[src/rtl/wte_pkg.sv]
// Shared types, constants and character helpers for the WordML text extractor.
`default_nettype none
package wte_pkg;

  typedef struct packed {
    logic [7:0] in_byte;
    logic       last_byte;
  } in_word_t;

  typedef struct packed {
    logic [7:0] out_byte;
    logic [2:0] status;
    logic       last;
  } out_word_t;

  // one input byte's worth of results: up to four text bytes and a status word
  typedef struct packed {
    logic [3:0][7:0] bytes;
    logic [2:0]      nbytes;
    logic            has_status;
    logic [2:0]      status;
  } burst_t;

  localparam logic [2:0] ST_OK        = 3'd0;
  localparam logic [2:0] ST_MALFORMED = 3'd1;
  localparam logic [2:0] ST_BAD_ENT   = 3'd2;
  localparam logic [2:0] ST_DECL      = 3'd3;
  localparam logic [2:0] ST_LIMIT     = 3'd4;

  localparam logic [20:0] CODE_MAX = 21'h10ffff;

  // packed lower-case local names, first char in the low byte
  localparam logic [23:0] NM_DEL = 24'h6c6564;
  localparam logic [23:0] NM_T   = 24'h000074;
  localparam logic [23:0] NM_TAB = 24'h626174;
  localparam logic [23:0] NM_BR  = 24'h007262;
  localparam logic [23:0] NM_CR  = 24'h007263;
  localparam logic [23:0] NM_TC  = 24'h006374;
  localparam logic [23:0] NM_P   = 24'h000070;
  localparam logic [23:0] NM_TR  = 24'h007274;

  // named entities, first char in the low byte
  localparam logic [31:0] EN_AMP  = 32'h00706d61;
  localparam logic [31:0] EN_LT   = 32'h0000746c;
  localparam logic [31:0] EN_GT   = 32'h00007467;
  localparam logic [31:0] EN_QUOT = 32'h746f7571;
  localparam logic [31:0] EN_APOS = 32'h736f7061;

  function automatic logic is_space(input logic [7:0] c);
    return (c == 8'h20) || (c >= 8'd9 && c <= 8'd13);
  endfunction

  function automatic logic is_alpha(input logic [7:0] c);
    return (c >= "a" && c <= "z") || (c >= "A" && c <= "Z");
  endfunction

  function automatic logic is_digit(input logic [7:0] c);
    return c >= "0" && c <= "9";
  endfunction

  function automatic logic [7:0] to_lower(input logic [7:0] c);
    return (c >= "A" && c <= "Z") ? c + 8'd32 : c;
  endfunction

endpackage
`default_nettype wire

[src/rtl/wte_utf8_enc.sv]
// Code point range check and UTF-8 encoder for numeric entities.
`default_nettype none
module wte_utf8_enc (
  input  logic [20:0]     code_i,
  output logic            ok_o,
  output logic [3:0][7:0] bytes_o,
  output logic [2:0]      n_o
);
  import wte_pkg::*;

  always_comb begin
    ok_o = !((code_i < 21'h20) || (code_i >= 21'h7f && code_i <= 21'h9f) ||
             (code_i >= 21'hd800 && code_i <= 21'hdfff));
    bytes_o = '0;
    if (code_i <= 21'h7f) begin
      bytes_o[0] = code_i[7:0];
      n_o = 3'd1;
    end else if (code_i <= 21'h7ff) begin
      bytes_o[0] = {3'b110, code_i[10:6]};
      bytes_o[1] = {2'b10, code_i[5:0]};
      n_o = 3'd2;
    end else if (code_i <= 21'hffff) begin
      bytes_o[0] = {4'b1110, code_i[15:12]};
      bytes_o[1] = {2'b10, code_i[11:6]};
      bytes_o[2] = {2'b10, code_i[5:0]};
      n_o = 3'd3;
    end else begin
      bytes_o[0] = {5'b11110, code_i[20:18]};
      bytes_o[1] = {2'b10, code_i[17:12]};
      bytes_o[2] = {2'b10, code_i[11:6]};
      bytes_o[3] = {2'b10, code_i[5:0]};
      n_o = 3'd4;
    end
  end

endmodule
`default_nettype wire

[src/rtl/wte_out_buf.sv]
// Result register: holds one byte's burst and hands it out a word per cycle while out_ready_i is high.
`default_nettype none
module wte_out_buf (
  input  logic               clk_i,
  input  logic               rst_ni,
  input  logic               load_i,
  input  wte_pkg::burst_t    burst_i,
  output logic               space_o,
  output logic               out_valid_o,
  input  logic               out_ready_i,
  output wte_pkg::out_word_t out_o
);
  import wte_pkg::*;

  burst_t     burst_q;
  logic [2:0] ptr_q;
  logic [2:0] rem;

  assign rem         = burst_q.nbytes + {2'b0, burst_q.has_status} - ptr_q;
  assign out_valid_o = rem != 3'd0;
  assign space_o     = (rem == 3'd0) || (rem == 3'd1 && out_ready_i);

  always_comb begin
    if (ptr_q < burst_q.nbytes) begin
      out_o = '{out_byte: burst_q.bytes[ptr_q[1:0]], status: ST_OK, last: 1'b0};
    end else begin
      out_o = '{out_byte: 8'd0, status: burst_q.status, last: 1'b1};
    end
  end

  always_ff @(posedge clk_i or negedge rst_ni) begin
    if (!rst_ni) begin
      burst_q <= '0;
      ptr_q   <= '0;
    end else if (load_i) begin
      burst_q <= burst_i;
      ptr_q   <= '0;
    end else if (out_valid_o && out_ready_i) begin
      ptr_q <= ptr_q + 3'd1;
    end
  end

endmodule
`default_nettype wire

[src/rtl/wordml_text_extractor.sv]
// Top level: byte-wide WordML parser state and result burst register.
// An accepted word's results are registered and shown from the next cycle.
// Throughput: one input word per cycle while each byte yields at most one
// result and the output is ready; a byte yielding more results (entity bytes
// plus part status) holds input while the result register drains.
// Reset: async active low clears parser state and sets the limit to 1048576.
`default_nettype none
module wordml_text_extractor #(
  parameter int ENTITY_NAME_MAX  = 16,
  parameter int LOCAL_NAME_LIMIT = 32,
  parameter int NESTING_MAX      = 255
) (
  input  logic               clk_i,
  input  logic               rst_ni,
  input  logic               in_valid_i,
  output logic               in_ready_o,
  input  wte_pkg::in_word_t  in_i,
  output logic               out_valid_o,
  input  logic               out_ready_i,
  output wte_pkg::out_word_t out_o,
  input  logic               cfg_we_i,
  input  logic [24:0]        cfg_data_i
);
  import wte_pkg::*;

  localparam int NW = $clog2(NESTING_MAX + 1);
  localparam int LW = $clog2(LOCAL_NAME_LIMIT + 1);
  localparam int EW = $clog2(ENTITY_NAME_MAX + 1);
  localparam logic [NW-1:0] NMAX = NW'(NESTING_MAX);
  localparam logic [LW-1:0] LMAX = LW'(LOCAL_NAME_LIMIT);
  localparam logic [EW-1:0] EMAX = EW'(ENTITY_NAME_MAX);

  // parser modes
  localparam logic [3:0] M_TEXT = 4'd0, M_ENT = 4'd1, M_LT = 4'd2, M_BANG = 4'd3;
  localparam logic [3:0] M_BDASH = 4'd4, M_CMT = 4'd5, M_PRE = 4'd6, M_PSL = 4'd7;
  localparam logic [3:0] M_NAME = 4'd8, M_REST = 4'd9;

  // declaration matcher positions: 3..8 walk "octype", 10..14 walk "ntity"
  localparam logic [3:0] D_IDLE = 4'd0, D_LT = 4'd1, D_BANG = 4'd2, D_DOC = 4'd3;
  localparam logic [3:0] D_ENT = 4'd10;

  logic [3:0]      mode_q, mode_d;
  logic [NW-1:0]   tnest_q, tnest_d, dnest_q, dnest_d;
  logic            closing_q, closing_d, slash_q, slash_d;
  logic [1:0]      quote_q, quote_d;
  logic [23:0]     lname_q, lname_d;
  logic [LW-1:0]   llen_q, llen_d;
  logic [1:0]      dash_q, dash_d;
  logic [EW-1:0]   elen_q, elen_d;
  logic [31:0]     echars_q, echars_d;   // first four entity chars, named match
  logic            ehash_q, ehash_d, ehex_q, ehex_d, ebad_q, ebad_d, edig_q, edig_d;
  logic [20:0]     ecode_q, ecode_d;     // numeric value built a digit per byte
  logic [3:0]      dpos_q, dpos_d;
  logic            dseen_q, dseen_d;
  logic [24:0]     cnt_q, cnt_d, limit_q;
  logic [2:0]      err_q, err_d;

  logic            accept, space;
  burst_t          burst;
  logic            u_ok;
  logic [3:0][7:0] u_bytes;
  logic [2:0]      u_n;

  assign in_ready_o = space;
  assign accept     = in_valid_i && in_ready_o;

  wte_utf8_enc u_enc (.code_i(ecode_q), .ok_o(u_ok), .bytes_o(u_bytes), .n_o(u_n));

  wte_out_buf u_buf (
    .clk_i, .rst_ni, .load_i(accept), .burst_i(burst), .space_o(space),
    .out_valid_o, .out_ready_i, .out_o
  );

  always_comb begin
    logic [7:0]      c, lc;
    logic            do_tag, named_hit, num_ok;
    logic [3:0]      tmode;
    logic [2:0]      em_n;
    logic [3:0][7:0] em_b;
    logic [7:0]      dg;
    logic            dg_ok;
    logic [25:0]     nxt;
    logic [25:0]     total;
    logic            tclose, tself;

    c  = in_i.in_byte;
    lc = to_lower(c);
    mode_d = mode_q; tnest_d = tnest_q; dnest_d = dnest_q;
    closing_d = closing_q; slash_d = slash_q; quote_d = quote_q;
    lname_d = lname_q; llen_d = llen_q; dash_d = dash_q;
    elen_d = elen_q; echars_d = echars_q; ehash_d = ehash_q; ehex_d = ehex_q;
    ebad_d = ebad_q; edig_d = edig_q; ecode_d = ecode_q;
    dpos_d = dpos_q; dseen_d = dseen_q; cnt_d = cnt_q; err_d = err_q;
    do_tag = 1'b0; tmode = mode_q; em_n = 3'd0; em_b = '0;
    named_hit = 1'b0; num_ok = 1'b0; dg = 8'd0; dg_ok = 1'b0; nxt = '0;
    total = '0; tclose = closing_q; tself = slash_q;
    burst = '0;

    // declaration tracking runs on every byte
    if (lc == "<") begin
      dpos_d = D_LT;
    end else begin
      unique case (dpos_q)
        D_LT:   dpos_d = (lc == "!") ? D_BANG : D_IDLE;
        D_BANG: dpos_d = (lc == "d") ? D_DOC : (lc == "e") ? D_ENT : D_IDLE;
        4'd3:   dpos_d = (lc == "o") ? 4'd4 : D_IDLE;
        4'd4:   dpos_d = (lc == "c") ? 4'd5 : D_IDLE;
        4'd5:   dpos_d = (lc == "t") ? 4'd6 : D_IDLE;
        4'd6:   dpos_d = (lc == "y") ? 4'd7 : D_IDLE;
        4'd7:   dpos_d = (lc == "p") ? 4'd8 : D_IDLE;
        4'd8: begin
          dpos_d = D_IDLE;
          if (lc == "e") dseen_d = 1'b1;
        end
        4'd10:  dpos_d = (lc == "n") ? 4'd11 : D_IDLE;
        4'd11:  dpos_d = (lc == "t") ? 4'd12 : D_IDLE;
        4'd12:  dpos_d = (lc == "i") ? 4'd13 : D_IDLE;
        4'd13:  dpos_d = (lc == "t") ? 4'd14 : D_IDLE;
        4'd14: begin
          dpos_d = D_IDLE;
          if (lc == "y") dseen_d = 1'b1;
        end
        default: dpos_d = D_IDLE;
      endcase
    end

    if (err_q == ST_OK) begin
      case (mode_q)
        M_TEXT: begin
          if (c == "<") begin
            closing_d = 1'b0; slash_d = 1'b0; quote_d = 2'd0;
            lname_d = '0; llen_d = '0;
            mode_d = M_LT;
          end else if (tnest_q != '0 && dnest_q == '0) begin
            if (c == "&") begin
              mode_d = M_ENT; elen_d = '0; echars_d = '0;
              ehash_d = 1'b0; ehex_d = 1'b0; ebad_d = 1'b0; edig_d = 1'b0;
              ecode_d = '0;
            end else begin
              em_n = 3'd1; em_b[0] = c;
            end
          end
        end
        M_ENT: begin
          if (c == ";") begin
            if (elen_q != '0 && ehash_q) begin
              num_ok = !ebad_q && edig_q && u_ok;
              if (num_ok) begin
                em_n = u_n; em_b = u_bytes;
              end
            end else begin
              unique case (elen_q)
                EW'(2): named_hit = (echars_q == EN_LT) || (echars_q == EN_GT);
                EW'(3): named_hit = echars_q == EN_AMP;
                EW'(4): named_hit = (echars_q == EN_QUOT) || (echars_q == EN_APOS);
                default: named_hit = 1'b0;
              endcase
              if (named_hit) begin
                em_n = 3'd1;
                em_b[0] = (echars_q == EN_AMP) ? "&" : (echars_q == EN_LT) ? "<" :
                          (echars_q == EN_GT) ? ">" : (echars_q == EN_QUOT) ? "\"" : "'";
              end
            end
            if (!num_ok && !named_hit) err_d = ST_BAD_ENT;
            mode_d = M_TEXT;
          end else if (c == "<" || is_space(c) || elen_q >= EMAX) begin
            err_d = ST_BAD_ENT;
          end else begin
            if (elen_q < EW'(4)) echars_d[8*elen_q[1:0] +: 8] = c;
            if (elen_q == '0) begin
              ehash_d = c == "#";
            end else if (ehash_q) begin
              if (elen_q == EW'(1) && (c == "x" || c == "X")) begin
                ehex_d = 1'b1;
              end else begin
                if (is_digit(c)) begin
                  dg = c - "0"; dg_ok = 1'b1;
                end else if (ehex_q && (c | 8'h20) >= "a" && (c | 8'h20) <= "f") begin
                  dg = (c | 8'h20) - "a" + 8'd10; dg_ok = 1'b1;
                end
                nxt = ehex_q ? ({1'b0, ecode_q, 4'b0} + 26'(dg[3:0]))
                             : ({2'b0, ecode_q, 3'b0} + {4'b0, ecode_q, 1'b0} +
                                26'(dg[3:0]));
                edig_d = 1'b1;
                if (!dg_ok || nxt > 26'(CODE_MAX)) ebad_d = 1'b1;
                else ecode_d = nxt[20:0];
              end
            end
            elen_d = elen_q + EW'(1);
          end
        end
        M_LT: begin
          if (c == "!") mode_d = M_BANG;
          else begin tmode = M_PRE; do_tag = 1'b1; end
        end
        M_BANG: begin
          if (c == "-") mode_d = M_BDASH;
          else begin tmode = M_REST; do_tag = 1'b1; end
        end
        M_BDASH: begin
          if (c == "-") begin mode_d = M_CMT; dash_d = 2'd0; end
          else begin tmode = M_REST; do_tag = 1'b1; end
        end
        M_CMT: begin
          if (c == "-") begin
            if (dash_q < 2'd2) dash_d = dash_q + 2'd1;
          end else if (c == ">" && dash_q == 2'd2) begin
            mode_d = M_TEXT; dash_d = 2'd0;
          end else begin
            dash_d = 2'd0;
          end
        end
        default: do_tag = 1'b1;
      endcase

      // tag scanner, shared by every mode that hands a byte to the tag
      if (do_tag) begin
        mode_d = tmode;
        if (quote_q != 2'd0) begin
          if ((quote_q == 2'd1 && c == "'") || (quote_q == 2'd2 && c == "\""))
            quote_d = 2'd0;
          if (!is_space(c)) slash_d = c == "/";
        end else if (c == ">") begin
          if (llen_q >= LW'(1) && llen_q < LMAX) begin
            if (llen_q == LW'(3) && lname_q == NM_DEL) begin
              if (tclose) begin
                if (dnest_q != '0) dnest_d = dnest_q - NW'(1);
              end else if (!tself) begin
                if (dnest_q >= NMAX) err_d = ST_MALFORMED;
                else dnest_d = dnest_q + NW'(1);
              end
            end else if (dnest_q == '0) begin
              if (llen_q == LW'(1) && lname_q == NM_T) begin
                if (tclose) begin
                  if (tnest_q != '0) tnest_d = tnest_q - NW'(1);
                end else if (!tself) begin
                  if (tnest_q >= NMAX) err_d = ST_MALFORMED;
                  else tnest_d = tnest_q + NW'(1);
                end
              end else if (!tclose && llen_q == LW'(3) && lname_q == NM_TAB) begin
                em_n = 3'd1; em_b[0] = 8'h09;
              end else if (!tclose && llen_q == LW'(2) &&
                           (lname_q == NM_BR || lname_q == NM_CR)) begin
                em_n = 3'd1; em_b[0] = 8'h0a;
              end else if (tclose && llen_q == LW'(2) && lname_q == NM_TC) begin
                em_n = 3'd1; em_b[0] = 8'h09;
              end else if (tclose && ((llen_q == LW'(1) && lname_q == NM_P) ||
                                      (llen_q == LW'(2) && lname_q == NM_TR))) begin
                em_n = 3'd1; em_b[0] = 8'h0a;
              end
            end
          end
          closing_d = 1'b0; slash_d = 1'b0; quote_d = 2'd0;
          lname_d = '0; llen_d = '0;
          mode_d = M_TEXT;
        end else begin
          case (tmode)
            M_PRE, M_PSL: begin
              if (is_space(c)) begin
                mode_d = tmode;
              end else if (tmode == M_PRE && c == "/") begin
                closing_d = 1'b1; mode_d = M_PSL;
              end else if (is_alpha(c) || c == "_") begin
                mode_d = M_NAME; lname_d = {16'd0, lc}; llen_d = LW'(1);
              end else begin
                mode_d = M_REST;
                if (c == "'") quote_d = 2'd1;
                else if (c == "\"") quote_d = 2'd2;
                slash_d = c == "/";
              end
            end
            M_NAME: begin
              if (c == ":") begin
                lname_d = '0; llen_d = '0;
              end else if (is_alpha(c) || is_digit(c) || c == "_" || c == "-" ||
                           c == ".") begin
                if (llen_q < LW'(3)) lname_d[8*llen_q[1:0] +: 8] = lc;
                if (llen_q < LMAX) llen_d = llen_q + LW'(1);
              end else begin
                mode_d = M_REST;
                if (c == "'") quote_d = 2'd1;
                else if (c == "\"") quote_d = 2'd2;
                if (!is_space(c)) slash_d = c == "/";
              end
            end
            default: begin
              mode_d = M_REST;
              if (c == "'") quote_d = 2'd1;
              else if (c == "\"") quote_d = 2'd2;
              if (!is_space(c)) slash_d = c == "/";
            end
          endcase
        end
      end

      // output limit: count plus this burst must not pass the register
      if (em_n != 3'd0) begin
        total = {1'b0, cnt_q} + 26'(em_n);
        if (total > {1'b0, limit_q}) begin
          err_d = ST_LIMIT;
        end else begin
          burst.bytes  = em_b;
          burst.nbytes = em_n;
          cnt_d = total[24:0];
        end
      end
    end

    // end of part: final checks, status word, clear part state
    if (in_i.last_byte) begin
      if (err_d == ST_OK) begin
        if (mode_d == M_ENT) err_d = ST_BAD_ENT;
        else if (mode_d != M_TEXT) err_d = ST_MALFORMED;
        else if (tnest_d != '0 || dnest_d != '0) err_d = ST_MALFORMED;
      end
      burst.has_status = 1'b1;
      burst.status = dseen_d ? ST_DECL : err_d;
      mode_d = M_TEXT; tnest_d = '0; dnest_d = '0;
      closing_d = 1'b0; slash_d = 1'b0; quote_d = 2'd0;
      lname_d = '0; llen_d = '0; dash_d = '0; elen_d = '0;
      dpos_d = D_IDLE; dseen_d = 1'b0; cnt_d = '0; err_d = ST_OK;
    end
  end

  always_ff @(posedge clk_i or negedge rst_ni) begin
    if (!rst_ni) begin
      mode_q <= M_TEXT; tnest_q <= '0; dnest_q <= '0;
      closing_q <= 1'b0; slash_q <= 1'b0; quote_q <= '0;
      lname_q <= '0; llen_q <= '0; dash_q <= '0; elen_q <= '0;
      dpos_q <= D_IDLE; dseen_q <= 1'b0; cnt_q <= '0; err_q <= ST_OK;
      ehash_q <= 1'b0; ehex_q <= 1'b0; ebad_q <= 1'b0; edig_q <= 1'b0;
    end else if (accept) begin
      mode_q <= mode_d; tnest_q <= tnest_d; dnest_q <= dnest_d;
      closing_q <= closing_d; slash_q <= slash_d; quote_q <= quote_d;
      lname_q <= lname_d; llen_q <= llen_d; dash_q <= dash_d; elen_q <= elen_d;
      dpos_q <= dpos_d; dseen_q <= dseen_d; cnt_q <= cnt_d; err_q <= err_d;
      ehash_q <= ehash_d; ehex_q <= ehex_d; ebad_q <= ebad_d; edig_q <= edig_d;
    end
  end

  // entity payload
  always_ff @(posedge clk_i) begin
    if (accept) begin
      echars_q <= echars_d;
      ecode_q  <= ecode_d;
    end
  end

  always_ff @(posedge clk_i or negedge rst_ni) begin
    if (!rst_ni) limit_q <= 25'h100000;
    else if (cfg_we_i) limit_q <= cfg_data_i;
  end

endmodule
`default_nettype wire

[config.mk]
export PLATFORM = sky130hd
export DESIGN_NAME = wordml_text_extractor
export DESIGN_NICKNAME = d
export VERILOG_FILES = /design/src/rtl/wte_pkg.sv /design/src/rtl/wte_utf8_enc.sv /design/src/rtl/wte_out_buf.sv /design/src/rtl/wordml_text_extractor.sv
export SDC_FILE = /design/constraint.sdc
export NUM_CORES = 1
export LEC_CHECK = 0
export BUFFER_PORTS_ARGS = -buffer_cell sky130_fd_sc_hd__buf_2
export CAP_MARGIN = 20
export CORE_MARGIN = 8
export CORE_UTILIZATION = 39
export DETAILED_ROUTE_END_ITERATION = 7
export PLACE_DENSITY = 0.59
export REMOVE_ABC_BUFFERS = 1
export SETUP_SLACK_MARGIN = 0.5
export SYNTH_ARGS = -nofsm -noshare
export SYNTH_HDL_FRONTEND = slang
export SYNTH_SLANG_ARGS = --single-unit
[constraint.sdc]
create_clock -name clk_i -period 9.17 [get_ports clk_i]
set_input_delay 1.3755 -clock clk_i [delete_from_list [all_inputs] [get_ports clk_i]]
set_output_delay 1.3755 -clock clk_i [all_outputs]
set_load 0.02 [all_outputs]
=== Word level (Yosys, flattened, before mapping) ===
Index checks and enable logic that the tools add are counted.

* Bits in registers: 218
* Logic and storage cells: 600

* Add/subtract/negate cells: 20
* Magnitude comparators: 30
* Equality and inequality tests: 94
* Shifts and indexed selects: 4
* Mux-type cells: 330
* Reduce and logical (&&, ||, !) cells: 93

{| class="wikitable"
|+ Operator list
! operator !! count
|-
| 24-bit 2-to-1 mux || 19
|-
| 8-bit 2-to-1 mux || 43
|-
| 32-bit 2-to-1 mux || 8
|-
| 21-bit 2-to-1 mux || 9
|-
| 4-bit 2-to-1 mux || 40
|-
| 3-bit 2-to-1 mux || 51
|-
| 8-bit by 6-bit equality test with 1-bit output, second input constant || 15
|-
| 35-bit 2-to-1 mux || 3
|-
| 25-bit 2-to-1 mux || 4
|-
| 24-bit by 15-bit equality test with 1-bit output, second input constant || 4
|-
| 8-bit by 7-bit equality test with 1-bit output, second input constant || 12
|-
| 6-bit 2-to-1 mux || 14
|-
| 1-bit 2-to-1 mux || 78
|-
| 5-bit negator with 34-bit output || 2
|-
| 32-bit by 15-bit equality test with 1-bit output, second input constant || 2
|-
| 32-bit by 31-bit equality test with 1-bit output, second input constant || 2
|-
| 32-bit case mux with 2 select lines || 1
|-
| 25-bit by 4-bit adder with 26-bit output || 2
|-
| 5-bit 2-to-1 mux || 10
|-
| 24-bit by 23-bit equality test with 1-bit output, second input constant || 2
|-
| 24-bit by 7-bit equality test with 1-bit output, second input constant || 2
|-
| 16-bit 2-to-1 mux || 3
|-
| 24-bit case mux with 2 select lines || 1
|-
| 4-bit case mux with 11 select lines || 1
|-
| other kinds (95) || 243
|}

=== Depth between registers and ports, before layout ===
Gate-level depths: netlist (run 1).

* Depth in word-level cells: 35
* Mapped depth: 34

=== Cells and area by module ===
Synthesis (run 1) repeated with hierarchy kept, for this count alone.

* Cell total of the unflattened synthesis: 1968
* Area, all modules: 16600.9 um^2

{| class="wikitable"
|+ Modules (own cells, without submodules)
! module !! times used !! cells an instance !! area an instance (um^2)
|-
| wordml_text_extractor || 1 || 1736 || 13920.9
|-
| wte_out_buf || 1 || 148 || 2080.7
|-
| wte_utf8_enc || 1 || 84 || 599.3
|}

=== Worst setup path after synthesis (run 1) ===
OpenSTA, ideal clock, no wires.

* Kind: input to register
* From: in in_i[1] (netlist bit)
* To: reg cnt_q[5]
* Setup time: 0.095 ns
* Arrival time: 7.843 ns
* Data required time: 9.075 ns
* Path slack: 1.231 ns
* Stages on the path: 34
* Path buffers: 4
* Cell sequence: clkbuf_1 -> inv_1 -> ha_1 -> clkbuf_1 -> and3_1 -> o2111a_1 -> o31ai_2 -> nor4_2 -> o31a_2 -> nor3_1 -> inv_1 -> ha_1 -> inv_1 -> fa_1 -> nor2b_1 -> o2111ai_1 -> nor3_1 -> inv_1 -> nor4_1 -> and3_1 -> nand3_1 -> xnor2_1 -> ha_1 -> nand3_1 -> nor4_1 -> a211oi_1 -> o21a_1 -> or4_1 -> or3b_1 -> buf_2 -> buf_2 -> a21oi_1 -> o21ai_1 -> o31ai_1

* Word-level cells in the longest chain between the ends: 22
* Elaborated cells between the ends (all ways): 37

{| class="wikitable"
|+ RTL lines
! item !! line !! text
|-
| from (decl) || wordml_text_extractor.sv:17 || <nowiki>input wte_pkg::in_word_t in_i,</nowiki>
|-
| 8-bit by 6-bit equality test with 1-bit output || wordml_text_extractor.sv:135 || <nowiki>if (c == "&") begin</nowiki>
|-
| 1-bit 2-to-1 mux || wordml_text_extractor.sv:135 ||
|-
| 1-bit 2-to-1 mux || wordml_text_extractor.sv:134 || <nowiki>end else if (tnest_q != '0 && dnest_q == '0) begin</nowiki>
|-
| 1-bit 2-to-1 mux || wordml_text_extractor.sv:130 || <nowiki>if (c == "<") begin</nowiki>
|-
| 3-bit case mux with 2 select lines || wordml_text_extractor.sv:128 || <nowiki>case (mode_q)</nowiki>
|-
| 3-bit 2-to-1 mux || wordml_text_extractor.sv:247 || <nowiki>end else if (tclose && ((llen_q == LW'(1) && lname_q == NM_P) ||</nowiki>
|-
| 3-bit 2-to-1 mux || wordml_text_extractor.sv:245 || <nowiki>end else if (tclose && llen_q == LW'(2) && lname_q == NM_TC) begin</nowiki>
|-
| 3-bit 2-to-1 mux || wordml_text_extractor.sv:242 || <nowiki>end else if (!tclose && llen_q == LW'(2) &&</nowiki>
|-
| [... 2 more ...] || - ||
|-
| 3-bit 2-to-1 mux || wordml_text_extractor.sv:232 || <nowiki>end else if (dnest_q == '0) begin</nowiki>
|-
| 3-bit 2-to-1 mux || wordml_text_extractor.sv:225 || <nowiki>if (llen_q == LW'(3) && lname_q == NM_DEL) begin</nowiki>
|-
| 3-bit 2-to-1 mux || wordml_text_extractor.sv:224 || <nowiki>if (llen_q >= LW'(1) && llen_q < LMAX) begin</nowiki>
|-
| 3-bit 2-to-1 mux || wordml_text_extractor.sv:223 || <nowiki>end else if (c == ">") begin</nowiki>
|-
| 3-bit 2-to-1 mux || wordml_text_extractor.sv:219 || <nowiki>if (quote_q != 2'd0) begin</nowiki>
|-
| 3-bit 2-to-1 mux * || wordml_text_extractor.sv:217 || <nowiki>if (do_tag) begin</nowiki>
|-
| 3-bit 2-to-1 mux * || wordml_text_extractor.sv:127 || <nowiki>if (err_q == ST_OK) begin</nowiki>
|-
| parallel branches: the longest is 5 deep, another holds 25-bit by 3-bit adder with 26-bit output || - ||
|-
| to (signal assigned) || wordml_text_extractor.sv:336 || <nowiki>dpos_q <= dpos_d; dseen_q <= dseen_d; cnt_q <= cnt_d; err_q <= err_d;</nowiki>
|-
| to (decl) || wordml_text_extractor.sv:55 || <nowiki>logic [24:0] cnt_q, cnt_d, limit_q;</nowiki>
|}

Every way passes the cells marked *. The select of a mux whose other input is x is not followed.
A chain may end at the register's enable or synchronous reset.

=== Worst setup path in the final report (run 1) ===
* From: in in_i[7] (netlist bit)
* To: reg cnt_q[7]

Same word-level chain as after synthesis.

==> impl_metrics.ini, run 1 <==
[placement]
post-place-cells = 2409
gp_congestion = 0.908
portBuffers = 52
pre_cts_ws_ns = 0.427
placed_cell_area_um2 = 16800
dp_hpwl_um = 35300

[logic_synthesis]
synth_largest_area_cell = dfrtp_1
yosysSeqAreaShare = 0.351
yosys.area.top_type_share = 0.251
synth_compound_area_frac = 0.232
yosys.area_share.simple = 0.244
synth-main-ff-cell = dfrtp_1
synth_top_family_by_area = simple AND/OR/NAND/NOR gates
avgSynthCellArea_um2 = 8.49
synthArstFlopShare = 0.753
synth_edf_count = 53
yosys-top-cells-area = dfrtp_1, edfxtp_1, ha_1, o21ai_0, a21oi_1
ys_warn_count = 0
synth_xor_area_frac = 0.0244
synth_cells = 1893
synth_adder_area_share = 0.0852
yosysUniqueCellTypes = 99
synth_seq_cells = 215
netlist_area_um2 = 16100
synthMuxAreaShare = 0.0187

[global_route]
grt.total_usage = 0.198
antenna_found_initial = 0
grt_max_degree = 92
grt_pass1_wl_um = 78100
overflow = 0
grt_pass1_vias = 14300

[finish]
utilization = 0.437
nets = 2052
drive_gt1_frac = 0.0961
final_cells = 2458
stdcell_area_um2 = 17800
diodes = 0
fillers = 4082
area_growth_pct = 10.6

[setup_path]
reg2reg_depth = 28
worst_path_largest_cell_delay_ns = 0.74
crit_required_ns = 9.64
endpoint_kind = register
regToRegStartpoint = ecode_q[19]
start_kind = primary input
r2r_slack_ns = 1.14
critPathSlowestCell = or3b_2
reg2reg_to = cnt_q[7]
crit_type = primary input to register
worstPathMaxFanout = 26
crit_arrival_ns = 8.58

[sta]
finalClockSkew_ns = 0.0182
fmax_mhz = 123
setup_violations = 0
relSlewSlack = 0.248
grt_setup_unrepaired = no
worstMarginPinSlew_ns = 1.12
hold-worst-slack_ns = 0.477
slew_violations = 0
worst_slack_ns = 1.06
min_period_ns = 8.11
fin_tns_setup_ns = 0
period_share = 0.884
hold_viol_final = 0

[pwr]
p_per_area_nw_per_um2 = 237
total_power_mw = 4.21
leakagePower_nw = 7.53
max-vdd-ir-drop_mv = 0.119

[status]
status = finished clean

[clocking]
clkTransAtPathRegs_ns = 0.06
cts_buffers = 26
hold_buffers = 0
cts_max_path_buffers = 3
cts_htree_levels = 1
clock_sinks = 215
cts_tree = yes
insertion_delay_ns = 0.54
cts_root_buf = clkbuf_16

[drt]
avgRoutedWirePerCell_um = 19.6
drtAntennaViolNets = 0
vias_per_cell = 5.99
vias = 14700
drtPass1Iterations = 6
drc = 0
wl_um = 48300
drtIter0Drc = 1345

[die]
num_io_pins = 53
std_cell_rows = 74
die_x_um = 219
initial_utilization = 0.395
core_area_um2 = 40700
dieArea_um2 = 48000
dieHeight_um = 219

[min_path]
min_from = u_buf.burst_q[27]
hp-class = register to register
hold_depth = 2
holdPathEnd = u_buf.burst_q[27]

[flow_run]
cap_violations = 0
[how the worst max path moves through the flow]
stage	endpoint	slack (ns)	startpoint
floorplan	cnt_q[5]	1.20	in_i[5]
global placement	cnt_q[10]	0.53	in_i[7]
detailed placement	cnt_q[24]	0.43	in_i[7]
CTS	cnt_q[10]	0.77	ecode_q[19]
global route	cnt_q[6]	0.50	in_i[7]
finish	cnt_q[7]	1.06	in_i[7]
[layer usage]
layer | vias to the layer above | wire, µm | global-route usage
met1 | 7138 | 22100 | 0.278
met5 | - | 0 | 0
met2 | 455 | 22400 | 0.321
met3 | 92 | 2440 | 0.0167
met4 | 0 | 1350 | 0.0605
li1 | 7028 | - | -
[what timing repair did]
action	4_1_cts	5_1_grt
buffers inserted	0	0
resized for setup	0	6
endpoints found under the setup margin	0	40
[cells in the final DEF, fill, tap and decap left out, types with 14 or more instances in the layout]
master / Yosys / routed
nor2_1: 178 / 178
a211oi_1: 14 / 14
buf_4: 1 / 33
and3_1: 23 / 23
a21oi_1: 151 / 149
nand2b_1: 17 / 17
a21o_1: 29 / 29
ha_1: 103 / 103
xor2_1: 18 / 18
inv_1: 79 / 79
a31oi_1: 21 / 21
nor3_1: 63 / 62
nand2_1: 175 / 173
nor4_1: 22 / 22
o31ai_1: 18 / 18
o21a_1: 14 / 14
a22o_1: 44 / 44
edfxtp_1: 53 / 53
o21ai_0: 157 / 157
buf_2: 20 / 51
nand4_1: 28 / 28
clkbuf_16: 0 / 28
o22ai_1: 17 / 17
xnor2_1: 24 / 24
nand3_1: 52 / 52
nor2b_1: 64 / 62
and2_1: 20 / 19
dfrtp_1: 161 / 161
[layout make-up]
type	count	area [µm²]	share of cell area
inverters	79	297	0.0167
flip-flops and latches	215	5650	0.318
repair buffers	86	529	0.0298
clock buffers	36	761	0.0428
multi-input cells	1498	9740	0.548
well taps	532	666	0.0374
clock inverters	12	143	0.00802
[logic make-up after synthesis]
kind of cell | after synthesis
mux | 21
simple gates | 746
buf+inv | 180
fa+ha+maj | 107
compound gates | 581
xor+xnor | 43
flops | 215
[cell usage after synthesis (all sizes together), types with 6 or more instances]
| library cell | count |
|---|---|
| nor3 | 65 |
| edfxtp | 53 |
| a21o | 29 |
| or3 | 13 |
| nor2 | 178 |
| or2 | 8 |
| and2 | 21 |
| a211oi | 14 |
| nand4 | 29 |
| nand2b | 17 |
| clkbuf | 70 |
| nand3 | 53 |
| a22o | 44 |
| a22oi | 13 |
| a221oi | 6 |
| o21a | 14 |
| dfrtp | 161 |
| a41oi | 6 |
| buf | 31 |
| o21ai | 168 |
| inv | 79 |
| or4b | 7 |
| nand2 | 175 |
| nor4b | 14 |
| mux4 | 7 |
| xor2 | 18 |
| ha | 103 |
| a21oi | 152 |
| or4 | 9 |
| a31oi | 22 |
| o2bb2ai | 10 |
| nor4 | 28 |
| o22ai | 17 |
| nor3b | 9 |
| nor2b | 64 |
| mux2i | 12 |
| nor4bb | 9 |
| and3 | 23 |
| nand4b | 6 |
| o31ai | 19 |
| xnor2 | 24 |
[report_power, final]
| part | internal, mW | leakage (nW) | switching, mW |
|---|---|---|---|
| sequential | 1.12 | 2.67 | 0.156 |
| clock | 0.664 | 0.442 | 0.422 |
| combinational | 0.638 | 4.42 | 1.21 |
| total | 2.42 | 7.53 | 1.79 |
[critical path: cells and delay by family]
family,cells,cell delay [ns]
AO/OA/AOI/OAI,7,1.29
adder cells (fa/ha/maj),3,0.86
buffers and inverters,6,0.88
XOR/XNOR,1,0.16
AND/OR/NAND/NOR,13,3.96
[sequential cells by signal, summed over array words and instances (netlist names), 8 cells and up]
register	cells
tnest_q	8
echars_q	32
lname_q	24
dnest_q	8
ecode_q	21
limit_q	25
u_buf.burst_q	36
cnt_q	25
No activity file was read; power rests on OpenSTA's default activity.
==> run 2, diff against run 1 <==
Settings changed: CORE_UTILIZATION 39 to 50, PLACE_DENSITY 0.59 to 0.71.
==> impl_metrics.ini, run 2 (synthesis gave the netlist of run 1 again) <==
[global_route]
grt.total_usage = 0.241
grt_max_degree = 87
overflow = 0
grt_pass1_wl_um = 76800
grt_pass1_vias = 14400
antenna_found_initial = 0

[sta]
finalClockSkew_ns = 0.0152
worstMarginPinSlew_ns = 1.09
relSlewSlack = 0.261
grt_setup_unrepaired = no
setup_violations = 0
fmax_mhz = 124
fin_tns_setup_ns = 0
slew_violations = 0
period_share = 0.883
min_period_ns = 8.10
hold_viol_final = 0

[die]
die_x_um = 195
core_area_um2 = 31600
dieHeight_um = 195
initial_utilization = 0.508
std_cell_rows = 65
dieArea_um2 = 38100
num_io_pins = 53

[drt]
wl_um = 46800
vias = 14900
drtPass1Iterations = 6
drtIter0Drc = 1436
drtAntennaViolNets = 0
drc = 0
avgRoutedWirePerCell_um = 20.2
vias_per_cell = 6.44

[finish]
final_common_cell = nor2_1
stdcell_area_um2 = 17600
final-seq-area_um2 = 5650
multi_input_area_um2 = 9740
final_cells = 2318
diodes = 0
utilization = 0.555
fillers = 2905
area_growth_pct = 9.26
reg_top3 = u_buf.burst_q x36, echars_q x32
drive_gt1_frac = 0.0929
layout_common_cells = nor2_1, nand2_1, dfrtp_1, o21ai_0, a21oi_1
largest_reg_flops = 36
top_register = u_buf.burst_q
nets = 2046

[clocking]
clock_sinks = 215
cts_htree_levels = 1
clkTransAtPathRegs_ns = 0.06
cts_setup_buffers = 0
cts_max_path_buffers = 3
cts_root_buf = clkbuf_16
hold_buffers = 0
cts_buffers = 26
insertion_delay_ns = 0.55
cts_tree = yes

[flow_run]
cap_violations = 0

[pwr]
p_per_area_nw_per_um2 = 238
max-vdd-ir-drop_mv = 0.167
leakagePower_nw = 7.50

[setup_path]
crit_type = primary input to register
worstPathMaxFanout = 26
critPathSlowestCell = or3b_2
start_kind = primary input
crit_arrival_ns = 8.54
endpoint_kind = register
worst_path_largest_cell_delay_ns = 0.73
crit_required_ns = 9.62

[placement]
gp_congestion = 0.969
post-place-cells = 2273
dp_hpwl_um = 34100
placed_cell_area_um2 = 16600
portBuffers = 52

[status]
status = finished clean

[min_path]
hp-class = register to register
==> run 2: final cells by class <==
class | instances | share of cell area
multi-input cells | 1498 | 0.555
flip-flops and latches | 215 | 0.322
clock buffers | 38 | 0.0455
well taps | 402 | 0.0286
repair buffers | 80 | 0.0276
inverters | 79 | 0.0169
clock inverters | 6 | 0.00520
==> run 2: worst max-delay path: cells and delay by family <==
family | cells | cell delay [ns]
AND/OR/NAND/NOR | 12 | 3.66
XOR/XNOR | 1 | 0.17
buffers and inverters | 5 | 0.78
adder cells (fa/ha/maj) | 4 | 1.25
AO/OA/AOI/OAI | 9 | 1.31
==> run 2: what timing repair did <==
item | in CTS | in global routing
setup endpoints to repair | 0 | 32
resized for setup | 0 | 4
hold endpoints to repair | 0 | 0
==> run 2: final timing paths <==
kind | start | endpoint | slack [ns] | cells past startpoint
setup / recovery | in_i[2] | cnt_q[5] | 1.07 | 31
hold / removal | u_buf.burst_q[20] | u_buf.burst_q[20] | 0.47 | 2
setup reg to reg | ecode_q[19] | cnt_q[5] | 1.13 | 28
hold reg to reg | u_buf.burst_q[20] | u_buf.burst_q[20] | 0.47 | 2
max in group asynchronous | rst_ni | mode_q[1] | 6.74 | 2
min in group asynchronous | rst_ni | lname_q[5] | 0.91 | 1
==> run 2: metal layers <==
| metal | global-route usage | part of all wire | wire [µm] | up-vias |
|---|---|---|---|---|
| li1 | - | - | - | 7000 |
| met1 | 0.333 | 0.44 | 20500 | 7196 |
| met2 | 0.383 | 0.46 | 21400 | 626 |
| met3 | 0.0299 | 0.070 | 3300 | 97 |
| met4 | 0.0865 | 0.033 | 1550 | 0 |
| met5 | 0 | 0 | 0 | - |
==> run 2: per-stage QoR <==
stage               hold WS, ns  worst slack (ns)  total power, mW
floorplan                 0.434              1.20             2.50
global placement          0.451             0.565             3.06
detailed placement        0.458             0.299             3.09
CTS                       0.473             0.842             4.17
global route              0.489             0.515             4.43
finish                    0.474              1.07             4.18
==> run 2: report_power, final <==
group / total (mW) / switching [mW] / internal [mW]
combinational: 1.82 / 1.19 / 0.630
sequential: 1.29 / 0.167 / 1.12
clock: 1.07 / 0.412 / 0.655
